**src/rtl/core/frst_pkg.sv**
```systemverilog
// shared types and constants of the fifo refill stall timing model
// no dependencies; imported by frst_div and fifo_refill_stall_timing_model
package frst_pkg;

    // fifo sizing
    localparam int MAX_DEPTH = 1024;
    localparam int LVL_W     = 11;
    localparam logic [LVL_W-1:0] MAX_DEPTH_L = LVL_W'(MAX_DEPTH);

    // field widths
    localparam int ADDR_W  = 32;
    localparam int CYC_W   = 48;
    localparam int COST_W  = 16;
    localparam int STALL_W = 16;
    localparam int PROD_W  = LVL_W + COST_W;
    localparam int CFG_W   = 32;
    localparam int IDX_W   = 3;

    // serial divider sizing
    localparam int DIV_STEPS = CYC_W;
    localparam int DCNT_W    = $clog2(DIV_STEPS);

    // configuration register indexes
    localparam logic [IDX_W-1:0] CFG_START_ADDR = 3'd0;
    localparam logic [IDX_W-1:0] CFG_STOP_ADDR  = 3'd1;
    localparam logic [IDX_W-1:0] CFG_SEED_ADDR  = 3'd2;
    localparam logic [IDX_W-1:0] CFG_DATA_BASE  = 3'd3;
    localparam logic [IDX_W-1:0] CFG_DATA_LIMIT = 3'd4;
    localparam logic [IDX_W-1:0] CFG_CAPACITY   = 3'd5;
    localparam logic [IDX_W-1:0] CFG_GEN_COST   = 3'd6;

    // result kinds
    typedef enum logic [2:0] {
        KIND_REG   = 3'd0,
        KIND_DATA  = 3'd1,
        KIND_START = 3'd2,
        KIND_STOP  = 3'd3,
        KIND_SEED  = 3'd4,
        KIND_ERR   = 3'd5
    } kind_t;

    // divider status toward the sequencer
    typedef struct packed {
        logic busy;
        logic done;
    } div_stat_t;

endpackage

```
**src/rtl/core/frst_div.sv**
```systemverilog
// restoring serial divider, one quotient bit per cycle
// depends on frst_pkg for widths and the status struct
module frst_div
    import frst_pkg::*;
(
    input  logic              clk,
    input  logic              rst_n,
    input  logic              go,
    input  logic [CYC_W-1:0]  dividend,
    input  logic [COST_W-1:0] divisor,
    output logic [CYC_W-1:0]  quotient,
    output div_stat_t         stat
);

    logic [CYC_W-1:0]  dvd_reg;
    logic [COST_W-1:0] dsr_reg;
    logic [COST_W-1:0] rem_reg;
    logic [DCNT_W-1:0] cnt_reg;
    logic              busy_reg;
    logic              done_reg;
    logic [COST_W:0]   trial;
    logic              trial_ge;

    // one trial subtraction per step
    assign trial    = {rem_reg, dvd_reg[CYC_W-1]};
    assign trial_ge = trial >= {1'b0, dsr_reg};

    // step control
    always_ff @(posedge clk or negedge rst_n)
    begin
        if (!rst_n)
        begin
            busy_reg <= 1'b0;
            done_reg <= 1'b0;
            cnt_reg  <= '0;
        end
        else
        begin
            done_reg <= 1'b0;
            if (go)
            begin
                busy_reg <= 1'b1;
                cnt_reg  <= '0;
            end
            else if (busy_reg)
            begin
                cnt_reg <= cnt_reg + 1'b1;
                if (cnt_reg == DCNT_W'(DIV_STEPS - 1))
                begin
                    busy_reg <= 1'b0;
                    done_reg <= 1'b1;
                end
            end
        end
    end

    // quotient bits shift in where dividend bits leave
    always_ff @(posedge clk)
    begin
        if (go)
        begin
            dvd_reg <= dividend;
            dsr_reg <= divisor;
            rem_reg <= '0;
        end
        else if (busy_reg)
        begin
            rem_reg <= trial_ge ? COST_W'(trial - {1'b0, dsr_reg}) : trial[COST_W-1:0];
            dvd_reg <= {dvd_reg[CYC_W-2:0], trial_ge};
        end
    end

    assign quotient  = dvd_reg;
    assign stat.busy = busy_reg;
    assign stat.done = done_reg;

endmodule

```
**config.mk**
```make
export PLATFORM = sky130hd
export DESIGN_NAME = frst_div
export DESIGN_NICKNAME = d
export VERILOG_FILES = /design/src/rtl/core/frst_pkg.sv /design/src/rtl/core/frst_div.sv
export SDC_FILE = /design/constraint.sdc
export NUM_CORES = 1
export LEC_CHECK = 0
export ABC_CLOCK_PERIOD_IN_PS = 3450
export BUFFER_PORTS_ARGS = -buffer_cell sky130_fd_sc_hd__buf_2
export CORE_UTILIZATION = 53
export DETAILED_ROUTE_END_ITERATION = 10
export HOLD_SLACK_MARGIN = 0.06
export MAX_ROUTING_LAYER = met4
export PLACE_DENSITY = 0.8
export SYNTH_ARGS = -nofsm -noshare
export SYNTH_HDL_FRONTEND = slang
export SYNTH_SLANG_ARGS = --single-unit
```
**constraint.sdc**
```tcl
create_clock -name clk -period 3.45 [get_ports clk]
set_input_delay 0.5175 -clock clk [delete_from_list [all_inputs] [get_ports clk]]
set_output_delay 0.5175 -clock clk [all_outputs]
set_load 0.01 [all_outputs]
```
## Yosys cells after proc, flatten, opt, wreduce, memory -nomap -nowiden

Cells that the tools add are included.

| word-level totals | value |
|---|---|
| bits in latches | 0 |
| memory bits (read-only) | 0 |
| memories | 0 |
| register bits | 88 |
| memory bits (writable) | 0 |
| output and inout bits | 50 |

| operators by class | value |
|---|---|
| magnitude comparators | 1 |
| eq/ne operators | 1 |
| $mul | 0 |
| add/sub/neg operators | 2 |
| shift-type cells | 0 |
| bitwise logic cells | 0 |
| divide/modulo/power cells | 0 |
| mux-type cells | 11 |
| reduce and logical (&&, ||, !) cells | 1 |

Operator list:

| operator | number |
|---|---|
| $mux 48 | 2 |
| $ge 17x16->1 | 1 |
| $mux 16 | 1 |
| $sub 16x16->16 | 1 |
| $mux 6 | 2 |
| $add 6x1->6 const B | 1 |
| $eq 6x6->1 const B | 1 |
| $mux 1 | 6 |
| $reduce_bool 2->1 | 1 |

## Logic depth before layout (Yosys ltp)

Gate-level depths: netlist of run 1.

| logic depth | value |
|---|---|
| depth after elaboration | 4 |
| gate-level depth with buffers | 11 |
| mapped depth without buffers | 9 |

## Worst setup path after synthesis of run 1

OpenSTA, ideal clock, no wires.

| timing | value |
|---|---|
| path kind | register to register |
| start | register dsr_reg[1] |
| end | register rem_reg[7] |
| buffers on the path | 1 |
| path slack | 1.005 ns |
| arrival | 2.357 ns |
| stages on the path, launching flop included | 10 |
| data required time | 3.362 ns |
| setup time | 0.088 ns |
| clock period less this slack | 2.445 ns |
| path through | edfxtp_1 inv_1 ha_1 nor2b_4 o2111ai_2 a2111o_1 a31o_1 buf_6 or3b_1 a311oi_2 |

| between the ends | value |
|---|---|
| cells in the longest elaborated chain, start to end | 2 |
| elaborated cells on any way between the ends | 3 |
| classes of those cells | add/sub: 1; order compare: 1; mux: 1 |

Ends and longest elaborated chain:

| what | line | text |
|---|---|---|
| from (decl) | frst_div.sv:16 | `logic [COST_W-1:0] dsr_reg;` |
| from (signal assigned) | frst_div.sv:63 | `dsr_reg <= divisor;` |
| $sub 16x16->16 or $ge 17x16->1 (tied branches) | frst_div.sv:68, frst_div.sv:26 |  |
| $mux 16 (*) | frst_div.sv:68 | `rem_reg <= trial_ge ? COST_W'(trial - {1'b0, dsr_reg}) : trial[COST_W-1:0];` |
| to (signal assigned) | frst_div.sv:68 |  |
| to (decl) | frst_div.sv:17 | `logic [COST_W-1:0] rem_reg;` |

Every way passes the cells marked *; elsewhere a longest branch is shown, timed or not.
A chain may end at the register's enable or synchronous reset.

## Worst setup path in the final report of run 1

| timing | value |
|---|---|
| start | register dsr_reg[1] |
| end | register rem_reg[0] |

| between the ends | value |
|---|---|
| cells in the longest elaborated chain, start to end | 2 |

Ends and longest elaborated chain:

| what | line | text |
|---|---|---|
| $ge 17x16->1 | frst_div.sv:26 | `assign trial_ge = trial >= {1'b0, dsr_reg};` |
| $mux 16 | frst_div.sv:68 |  |

No other way between the ends.

==> impl_metrics.yaml, run 1 <==
outcome:
  status: "finished, final reports clean"
sta:
  hold_viol_final: 0
  worstMarginPinSlew_ps: 732
  fin_worst_skew_ps: 17.9
  post-route-period-util_pct: 82.5
  fin_hold_ws_ps: 333
  period_needed_ps: 2850
  fmax_mhz: 351
  rsz0062_at_grt: "false"
  max-slew-margin-rel_pct: 51.2
  setup-tns-final_ps: 0
  finalSetupViolCount: 0
  maxSlewViolCount: 0
synthesis:
  synth.largest_area_cell: "edfxtp_1"
  ys_warn_count: 0
  syn_area_um2: 4460
  yosysTopAreaCellShare_pct: 43.1
  ys.flop_type: "edfxtp_1"
  async_flop_share_pct: 9.09
  synth-seq-cells: 88
  synth_nets: 453
  syn_inst: 368
  synth_commonest_cells: "edfxtp_1 (64), mux2_2 (47), nor2_1 (26), inv_1 (23), nand2_1 (22)"
  synth.distinct_cells: 56
  synth-seq-area-share_pct: 54.8
  syn_area_per_cell_um2: 12.1
  ys_top_cells_by_area: "edfxtp_1 (43%), mux2_2 (12%), dfxtp_1 (7.2%), ha_1 (4.8%), dfrtp_1 (4.5%)"
  synth_edf_count: 64
  yosysMostFrequentCell: "edfxtp_1"
clocking:
  cts_made_buffers: 9
  clock_sinks: 88
  clock_path_buffers: 2
  post_cts_resized: 0
  worstSkewPairLatency_ps: 370
  clockRootBuffer: "clkbuf_8"
  cts_tree: "done"
  htree_levels: 3
  clk_pin_slew_ps: 90
worst_setup_path:
  path_buf_inv: 2
  arrival_ps: 3110
  cp_cell_sequence: "inv_1 -> ha_1 -> nor2b_4 -> o2111ai_2 -> a2111o_1 -> a31o_1 -> buf_4 -> or2_0 -> a311oi_1"
  endpoint_kind: "register"
  crit_fanout: 19
  startpoint_type: "register"
  timing.setup.critical_path_class: "reg2reg"
  worst_ep_required_time_ps: 3720
  cpLargestDelayFamily: "compound AO/OA/AOI/OAI gates"
  critPathSlowestCell: "a31o_1"
  cp_slowest_stage_delay_ps: 470
global_routing:
  grt_pass1_vias: 3132
  grt_max_degree: 49
  antenna_found_initial: 0
  globalRouteOverflowTotal: 0
  grt_pass1_wl_mm: 14.8
  grtUsageTotal_pct: 22.7
drt:
  first_iter_violations: 166
  vias: 3293
  antenna_left: 0
  dr.pass1.iters: 4
  wl_mm: 9.38
  drc: 0
  wl_per_cell_um: 15.8
  vias_per_cell: 5.55
pwr:
  ir_drop_mv: 0.258
  leakagePower_nw: 2.33
  powerDensity_nw_per_um2: 438
  finalPower_mw: 2.34
floorplan:
  fp.dieW_um: 93.7
  die_y_um: 93.7
  die_area_um2: 8780
  row_count: 33
  pin_count: 117
  core_um2: 8180
  start_util_pct: 54.5
placement:
  dpl.cell_count: 576
  place_hpwl_mm: 6.52
  place_area_um2: 5120
  portBuffers: 116
  place_congestion: 0.933
worst_hold_path:
  min_path_type: "in2reg"
job:
  max-cap-violations: 0
finish:
  fin_cells: 593
  num_antenna_cells: 0
  largest_register_ffs: 48
  drive_above_1_share_pct: 38.3
  fin_nets: 568
  final_cell_area_um2: 5330
  fillers: 629
  area_delta_synth_final_pct: 19.6
==> where the power goes <==
part,internal [mW],total (mW),switching (mW),leakage [nW]
clock,0.344,0.737,0.393,0.0979
sequential,1.22,1.26,0.0400,0.900
combinational,0.164,0.334,0.169,1.33
total,1.73,2.34,0.602,2.33
==> area by class of cell <==
| class | instances | area, µm² | area share [%] |
|---|---|---|---|
| multi-input combinational | 239 | 1840 | 34.6 |
| clock buffer | 10 | 128 | 2.39 |
| inverter | 23 | 86.3 | 1.62 |
| timing repair buffer | 122 | 631 | 11.8 |
| clock inverter | 6 | 72.6 | 1.36 |
| sequential | 88 | 2440 | 45.8 |
| tap | 105 | 131 | 2.46 |
==> worst reg2reg max path, delay by kind of cell, from the launching register on <==
| family | cells | cell delay (ps) |
|---|---|---|
| buf+inv | 2 | 370 |
| compound gates | 4 | 1320 |
| flops | 1 | 430 |
| simple gates | 2 | 360 |
| fa+ha+maj | 1 | 290 |
==> cells by family after synthesis <==
logic type	Yosys count	synth area share [%]
AOI/OAI and AO/OA	75	11.6
adders and majority gates	18	5.22
buffers and inverters	41	3.87
muxes	52	13.0
DFF	88	54.8
xor gates and xnor gates	14	2.75
and+or+nand+nor	80	8.73
==> metrics by stage <==
stage	utilization (%)	setup slack [ps]
2_1_floorplan	-	1010
3_3_place_gp	62.7	749
5_1_grt	65.2	394
6_report	65.2	603
3_5_place_dp	62.7	652
4_1_cts	65.2	610
==> placed cells by master, fill, tap and decap left out, types with 4 or more instances in the layout <==
| master | count |
|---|---|
| edfxtp_1 | 64 |
| mux2_2 | 47 |
| a211oi_1 | 7 |
| o21ai_0 | 11 |
| inv_1 | 22 |
| buf_4 | 6 |
| dfxtp_1 | 16 |
| a31oi_1 | 5 |
| dfrtp_1 | 8 |
| nor3_1 | 6 |
| a21o_1 | 4 |
| buf_2 | 115 |
| nand2b_1 | 5 |
| xnor2_1 | 6 |
| clkbuf_8 | 9 |
| ha_1 | 17 |
| mux2i_1 | 5 |
| xor2_1 | 8 |
| nand2_1 | 22 |
| a21oi_1 | 17 |
| nor2_1 | 26 |
==> layer usage <==
layer | up-vias | GRT usage, % | wire length, µm
met2 | 109 | 34.1 | 4470
met5 | - | - | 0
met3 | 29 | 4.05 | 423
li1 | 1605 | - | -
met4 | 0 | 12.2 | 341
met1 | 1550 | 29.5 | 4150
==> what timing repair did <==
| item | in CTS | in global routing |
|---|---|---|
| setup buffers | 0 | 0 |
| hold buffers | 1 | 0 |
| endpoints found under the hold margin | 8 | 0 |
==> path summary, 6_finish.rpt <==
kind / start / to / slack [ps] / cells after the start
worst max register to register: dsr_reg[1] / rem_reg[0] / 600 / 9
max in group asynchronous: rst_n / cnt_reg[2] / 2750 / 2
min in group asynchronous: rst_n / cnt_reg[1] / 510 / 2
worst max-delay path: dsr_reg[1] / rem_reg[0] / 600 / 9
worst min register to register: rem_reg[15] / rem_reg[15] / 510 / 2
worst min-delay path: divisor[15] / dsr_reg[15] / 330 / 1
No activity file was read; power rests on OpenSTA's default activity.
==> run 2, diff against run 1 <==
ABC_AREA = 1   (was unset)
ABC_CLOCK_PERIOD_IN_PS = 2300   (was 3450)
CORE_UTILIZATION = 49   (was 53)
PLACE_DENSITY = 0.77   (was 0.8)
clock period = 2.3 ns   (was 3.45 ns; I/O delays follow)
==> run 2 against run 1 <==
Effect of this change:
- hold slack lost 170 ps
- core utilization fell by 4.4 points
- die area increased by 17%
- sequential cell count did not move
- largest power group is now combinational cells
- sequential power rose by 69%
- setup slack lost 340 ps
- power increased by 140%
- first-iteration DRC count rose by 30%
- combinational power increased to 7.2 times the previous value
- register-to-register slack got worse by 340 ps
- design area up 7.3%
- routed wire length up 15%
==> impl_metrics.yaml, run 2 <==
outcome:
  status: "finished, final reports clean"
worst_setup_path:
  crit_path_end: "rem_reg[14]"
  regToRegEndpoint: "rem_reg[14]"
  rr_startpoint: "dsr_reg[0]"
  crit_fanout: 3
  endpoint_kind: "register"
  worst_ep_required_time_ps: 2550
  startpoint: "dsr_reg[0]"
  r2r_cells: 12
  arrival_ps: 2290
  startpoint_type: "register"
  ff2ff_setup_slack_ps: 260
  timing.setup.critical_path_class: "reg2reg"
drt:
  drc: 0
  dr.pass1.iters: 4
  first_iter_violations: 216
  wl_per_cell_um: 12.9
  antenna_left: 0
  wl_mm: 10.8
  vias_per_cell: 4.91
  vias: 4088
clocking:
  htree_levels: 3
  clock_path_buffers: 2
  clockRootBuffer: "clkbuf_8"
  cts_made_buffers: 9
  cts_tree: "done"
  clock_sinks: 88
  post_cts_resized: 0
  worstSkewPairLatency_ps: 360
  hold_buffers: 1
  post_cts_buffers: 0
  clk_pin_slew_ps: 90
sta:
  worstMarginPinSlew_ps: 398
  post-route-period-util_pct: 88.8
  fmax_mhz: 490
  max-slew-margin-rel_pct: 73.4
  maxSlewViolCount: 0
  hold_viol_final: 0
  fin_worst_skew_ps: 19.2
  setup-tns-final_ps: 0
  period_needed_ps: 2040
  rsz0062_at_grt: "false"
  finalSetupViolCount: 0
pwr:
  leakagePower_nw: 3.05
  finalPower_mw: 5.51
  ir_drop_mv: 0.391
  powerDensity_nw_per_um2: 962
finish:
  layout_commonest_cell: "nand2_1"
  fin_cells: 832
  fin_nets: 783
  final_cell_mix: "nand2_1 (272), buf_2 (116), edfxtp_1 (64), inv_1 (58), nand3_1 (25)"
  num_antenna_cells: 0
  drive_above_1_share_pct: 24.0
  area_delta_synth_final_pct: 18.0
  fillers: 851
  seq_area_um2: 2440
  largest_register_ffs: 48
  multi_input_area_um2: 2050
  final_cell_area_um2: 5720
global_routing:
  grt_pass1_vias: 3830
  antenna_found_initial: 0
  grt_pass1_wl_mm: 17.2
  globalRouteOverflowTotal: 0
  grtUsageTotal_pct: 22.3
  grt_max_degree: 49
synthesis:
  synth_commonest_cells: "nand2_1 (272), edfxtp_1 (64), inv_1 (59), nand3_1 (25), nand3b_1 (18)"
  muxShareOfSynthArea_pct: 0
  synth_simple_gate_area_share_pct: 33.9
  ys_top_cells_by_area: "edfxtp_1 (40%), nand2_1 (21%), dfxtp_1 (6.6%), inv_1 (4.6%), ha_1 (4.4%)"
  synth-seq-cells: 88
  yosysMostFrequentCell: "nand2_1"
  synth_edf_count: 64
  synth_nets: 667
  async_flop_share_pct: 9.09
  syn_inst: 582
  synth.distinct_cells: 36
  synth.largest_area_cell: "edfxtp_1"
  yosysTopAreaCellShare_pct: 39.6
  synth_compound_area_share_pct: 2.50
  syn_area_um2: 4850
  ys.flop_type: "edfxtp_1"
  synth-xor-area-share_pct: 1.08
  synth_top_family_by_area: "simple AND/OR/NAND/NOR gates"
  yosys.area_share.adder_pct: 4.80
  synth-seq-area-share_pct: 50.4
  syn_area_per_cell_um2: 8.33
  ys_warn_count: 0
floorplan:
  die_area_um2: 10300
  start_util_pct: 51.5
  fp.dieW_um: 101
  core_um2: 9420
  die_y_um: 101
  row_count: 35
  pin_count: 117
placement:
  place_hpwl_mm: 7.83
  place_area_um2: 5540
  place_congestion: 0.937
  dpl.cell_count: 815
  portBuffers: 116
job:
  max-cap-violations: 0
worst_hold_path:
  min_path_type: "in2reg"
-- run 2: worst min-delay path by stage --
stage | startpoint | endpoint | slack [ps] | cells after the start
3_3_place_gp | rst_n | done_reg | 190 | 1
2_1_floorplan | rst_n | busy_reg | 50 | 0
5_1_grt | divisor[7] | dsr_reg[7] | 140 | 1
6_report | divisor[9] | dsr_reg[9] | 160 | 1
3_5_place_dp | rst_n | done_reg | 200 | 1
4_1_cts | divisor[7] | dsr_reg[7] | 140 | 1
-- run 2: cell families (layout without fill, tap and decap cells) --
| family | Yosys count | after routing |
|---|---|---|
| AOI/OAI and AO/OA | 20 | 20 |
| DFF | 88 | 88 |
| and+or+nand+nor | 367 | 367 |
| xor gates and xnor gates | 6 | 6 |
| buffers and inverters | 83 | 204 |
| adders and majority gates | 18 | 18 |
-- run 2: per-stage QoR --
step	worst slack, ps	utilization, %	hold WS (ps)
final	259	60.8	158
after CTS	278	60.8	139
after floorplan	41.3	-	49.4
after global placement	360	58.9	193
after global routing	121	60.8	137
after detailed placement	307	58.9	196
-- run 2: area by class of cell --
| type | instances | area share [%] |
|---|---|---|
| Multi-Input combinational cell | 411 | 35.8 |
| Clock inverter | 6 | 0.787 |
| Timing Repair Buffer | 124 | 11.5 |
| Inverter | 64 | 4.20 |
| Tap cell | 129 | 2.82 |
| Sequential cell | 88 | 42.7 |
| Clock buffer | 10 | 2.23 |
-- run 2: worst max-delay path, stage by stage (launching register included) --
cell	delay, ps
edfxtp_1	410
ha_1	230
fa_1	450
inv_1	80
nand4_1	90
nand2_1	180
nand2_1	100
nand2_1	90
nand2_1	50
nand2_1	70
nand2_2	40
nand3_1	70
nand2_1	60
-- run 2: routing by layer --
metal  track usage, %  wire length, µm
met5                -                0
met4             9.59              144
met3             4.90              696
met1             28.2             4710
met2             34.7             5210
-- run 2: where the power goes --
group,switching (mW),total [mW],internal (mW),leakage (nW)
Clock,0.583,0.982,0.399,0.0842
Combinational,1.49,2.40,0.911,2.05
Sequential,0.165,2.13,1.96,0.920
==> run 3, diff against run 2 <==
SETUP_SLACK_MARGIN = 0.4   (was unset)
==> run 3 against run 2 <==
Effect of this change:
- first-iteration DRC count up 69%
- clock power rose by 5%
- sequential share of layout area down 3.5 points
- routed wire length up 17%
- core utilization grew 5.4 points
- non-clock buffer count rose by 17
==> impl_metrics.yaml, run 3 (synthesis results as in run 2) <==
outcome:
  status: "finished, final reports clean"
pwr:
  leakagePower_nw: 3.18
  netSwitchingPower_mw: 2.66
  seq_power_share_pct: 33.8
  p_comb_share_pct: 50.5
  clockPowerShare_pct: 15.8
  p_int_mw: 3.84
  ir_drop_mv: 0.470
  swShare_pct: 41.0
  powerDensity_nw_per_um2: 1040
global_routing:
  grt_pass1_wl_mm: 18.2
  grt_util_met2_pct: 37.4
  grtUsageTotal_pct: 24.0
  antenna_found_initial: 1
  gr-usage-met3_pct: 5.24
  grt-busiest-layer: "met2"
  grt_pass1_vias: 3911
  grt_max_degree: 51
  globalRouteOverflowTotal: 0
  use_met1_pct: 30.7
clocking:
  clockRootBuffer: "clkbuf_8"
  clk_pin_slew_ps: 100
  cts_tree: "done"
  clock_sinks: 88
  worstSkewPairLatency_ps: 370
  clock_path_buffers: 2
  htree_levels: 3
  cts_made_buffers: 9
floorplan:
  start_util_pct: 51.5
  row_count: 35
  die_y_um: 101
  die_area_um2: 10300
  core_um2: 9420
  pin_count: 117
  fp.dieW_um: 101
worst_setup_path:
  worst_ep_required_time_ps: 2570
  startpoint_type: "register"
  timing.setup.critical_path_class: "reg2reg"
  endpoint_kind: "register"
  arrival_ps: 2190
  crit_fanout: 3
placement:
  place_hpwl_mm: 8.00
  portBuffers: 116
  dp_slack_ps: 319
  place_congestion: 0.910
sta:
  worstMarginPinSlew_ps: 801
  maxSlewViolCount: 0
  max-slew-margin-rel_pct: 46.5
  setup-tns-final_ps: 0
  fmax_mhz: 519
  post-route-period-util_pct: 83.8
  fin_hold_ws_ps: 146
  hold_viol_final: 0
  rsz0062_at_grt: "true"
  fin_worst_skew_ps: 13.3
  period_needed_ps: 1930
  setup_ws_ps: 374
  finalSetupViolCount: 0
drt:
  antenna_left: 0
  wl_per_cell_um: 14.8
  vias: 4366
  wl_mm: 12.6
  first_iter_violations: 366
  vias_per_cell: 5.12
  dr.pass1.iters: 7
  drc: 0
worst_hold_path:
  min_path_type: "in2reg"
finish:
  area_delta_synth_final_pct: 28.5
  fillers: 730
  largest_register_ffs: 48
  final_cell_mix: "nand2_1 (259), buf_2 (116), edfxtp_1 (64), inv_1 (48), nand2_2 (28)"
  drive_above_1_share_pct: 33.1
  fin_nets: 803
  layout_commonest_cell: "nand2_1"
job:
  max-cap-violations: 0
-- run 3: worst max-delay path, cell delays in order (launching register included) --
cell and delay, ps:
edfxtp_1 390, inv_2 60, ha_4 170, fa_2 410
o21bai_2 260, nand2_1 150, nand3_1 90, nand2_1 50
nand2_1 60, nand2_1 50, nand3_1 70, nand2_1 50
-- run 3: cell type report --
type	instances	area, µm²	area share [%]
Antenna cell	1	2.50	0.0402
Clock buffer	10	128	2.05
Timing Repair Buffer	141	825	13.2
Inverter	64	244	3.91
Clock inverter	6	52.6	0.843
Sequential cell	88	2440	39.2
Tap cell	129	161	2.59
Multi-Input combinational cell	414	2380	38.1
-- run 3: metal layers --
metal | part of all wire [%] | up-vias
li1 | - | 2124
met5 | 0 | -
met2 | 49 | 206
met4 | 3.1 | 0
met1 | 41 | 1994
met3 | 6.7 | 42
-- run 3: timing repair --
action	in CTS	in global routing
hold buffers	1	0
setup endpoints to repair	16	17
endpoints found under the hold margin	8	0
resized for setup	8	49
pin swaps	2	16
cloned	1	2
buffers inserted	5	12
-- run 3: power groups by stage --
stage	sequential [mW]	combinational, mW	clock, mW
3_3_place_gp	2.16	2.31	0
6_report	2.19	3.28	1.03
4_1_cts	2.15	2.66	1.04
3_5_place_dp	2.16	2.36	0
5_1_grt	2.22	3.55	1.11
2_1_floorplan	2.16	1.90	0
-- run 3: path summary, 6_finish.rpt --
| kind | to | cells after the start | slack [ps] | start |
|---|---|---|---|---|
| max | rem_reg[12] | 11 | 370 | quotient[47] |
| min | dsr_reg[15] | 1 | 150 | divisor[15] |
| max reg2reg | rem_reg[12] | 11 | 370 | quotient[47] |
| min reg2reg | rem_reg[8] | 2 | 510 | rem_reg[8] |
| max in group asynchronous | cnt_reg[0] | 2 | 1790 | rst_n |
| min in group asynchronous | cnt_reg[1] | 2 | 330 | rst_n |
-- run 3: per-stage QoR --
stage | cell area, µm² | util (%) | power [mW] | std cells
after global placement | 5540 | 58.8 | 4.47 | 815
after detailed placement | 5540 | 58.8 | 4.52 | 815
after floorplan | 4890 | - | 4.06 | 582
after CTS | 5870 | 62.3 | 5.85 | 838
after global routing | 6230 | 66.2 | 6.87 | 853
final | 6230 | 66.2 | 6.50 | 853
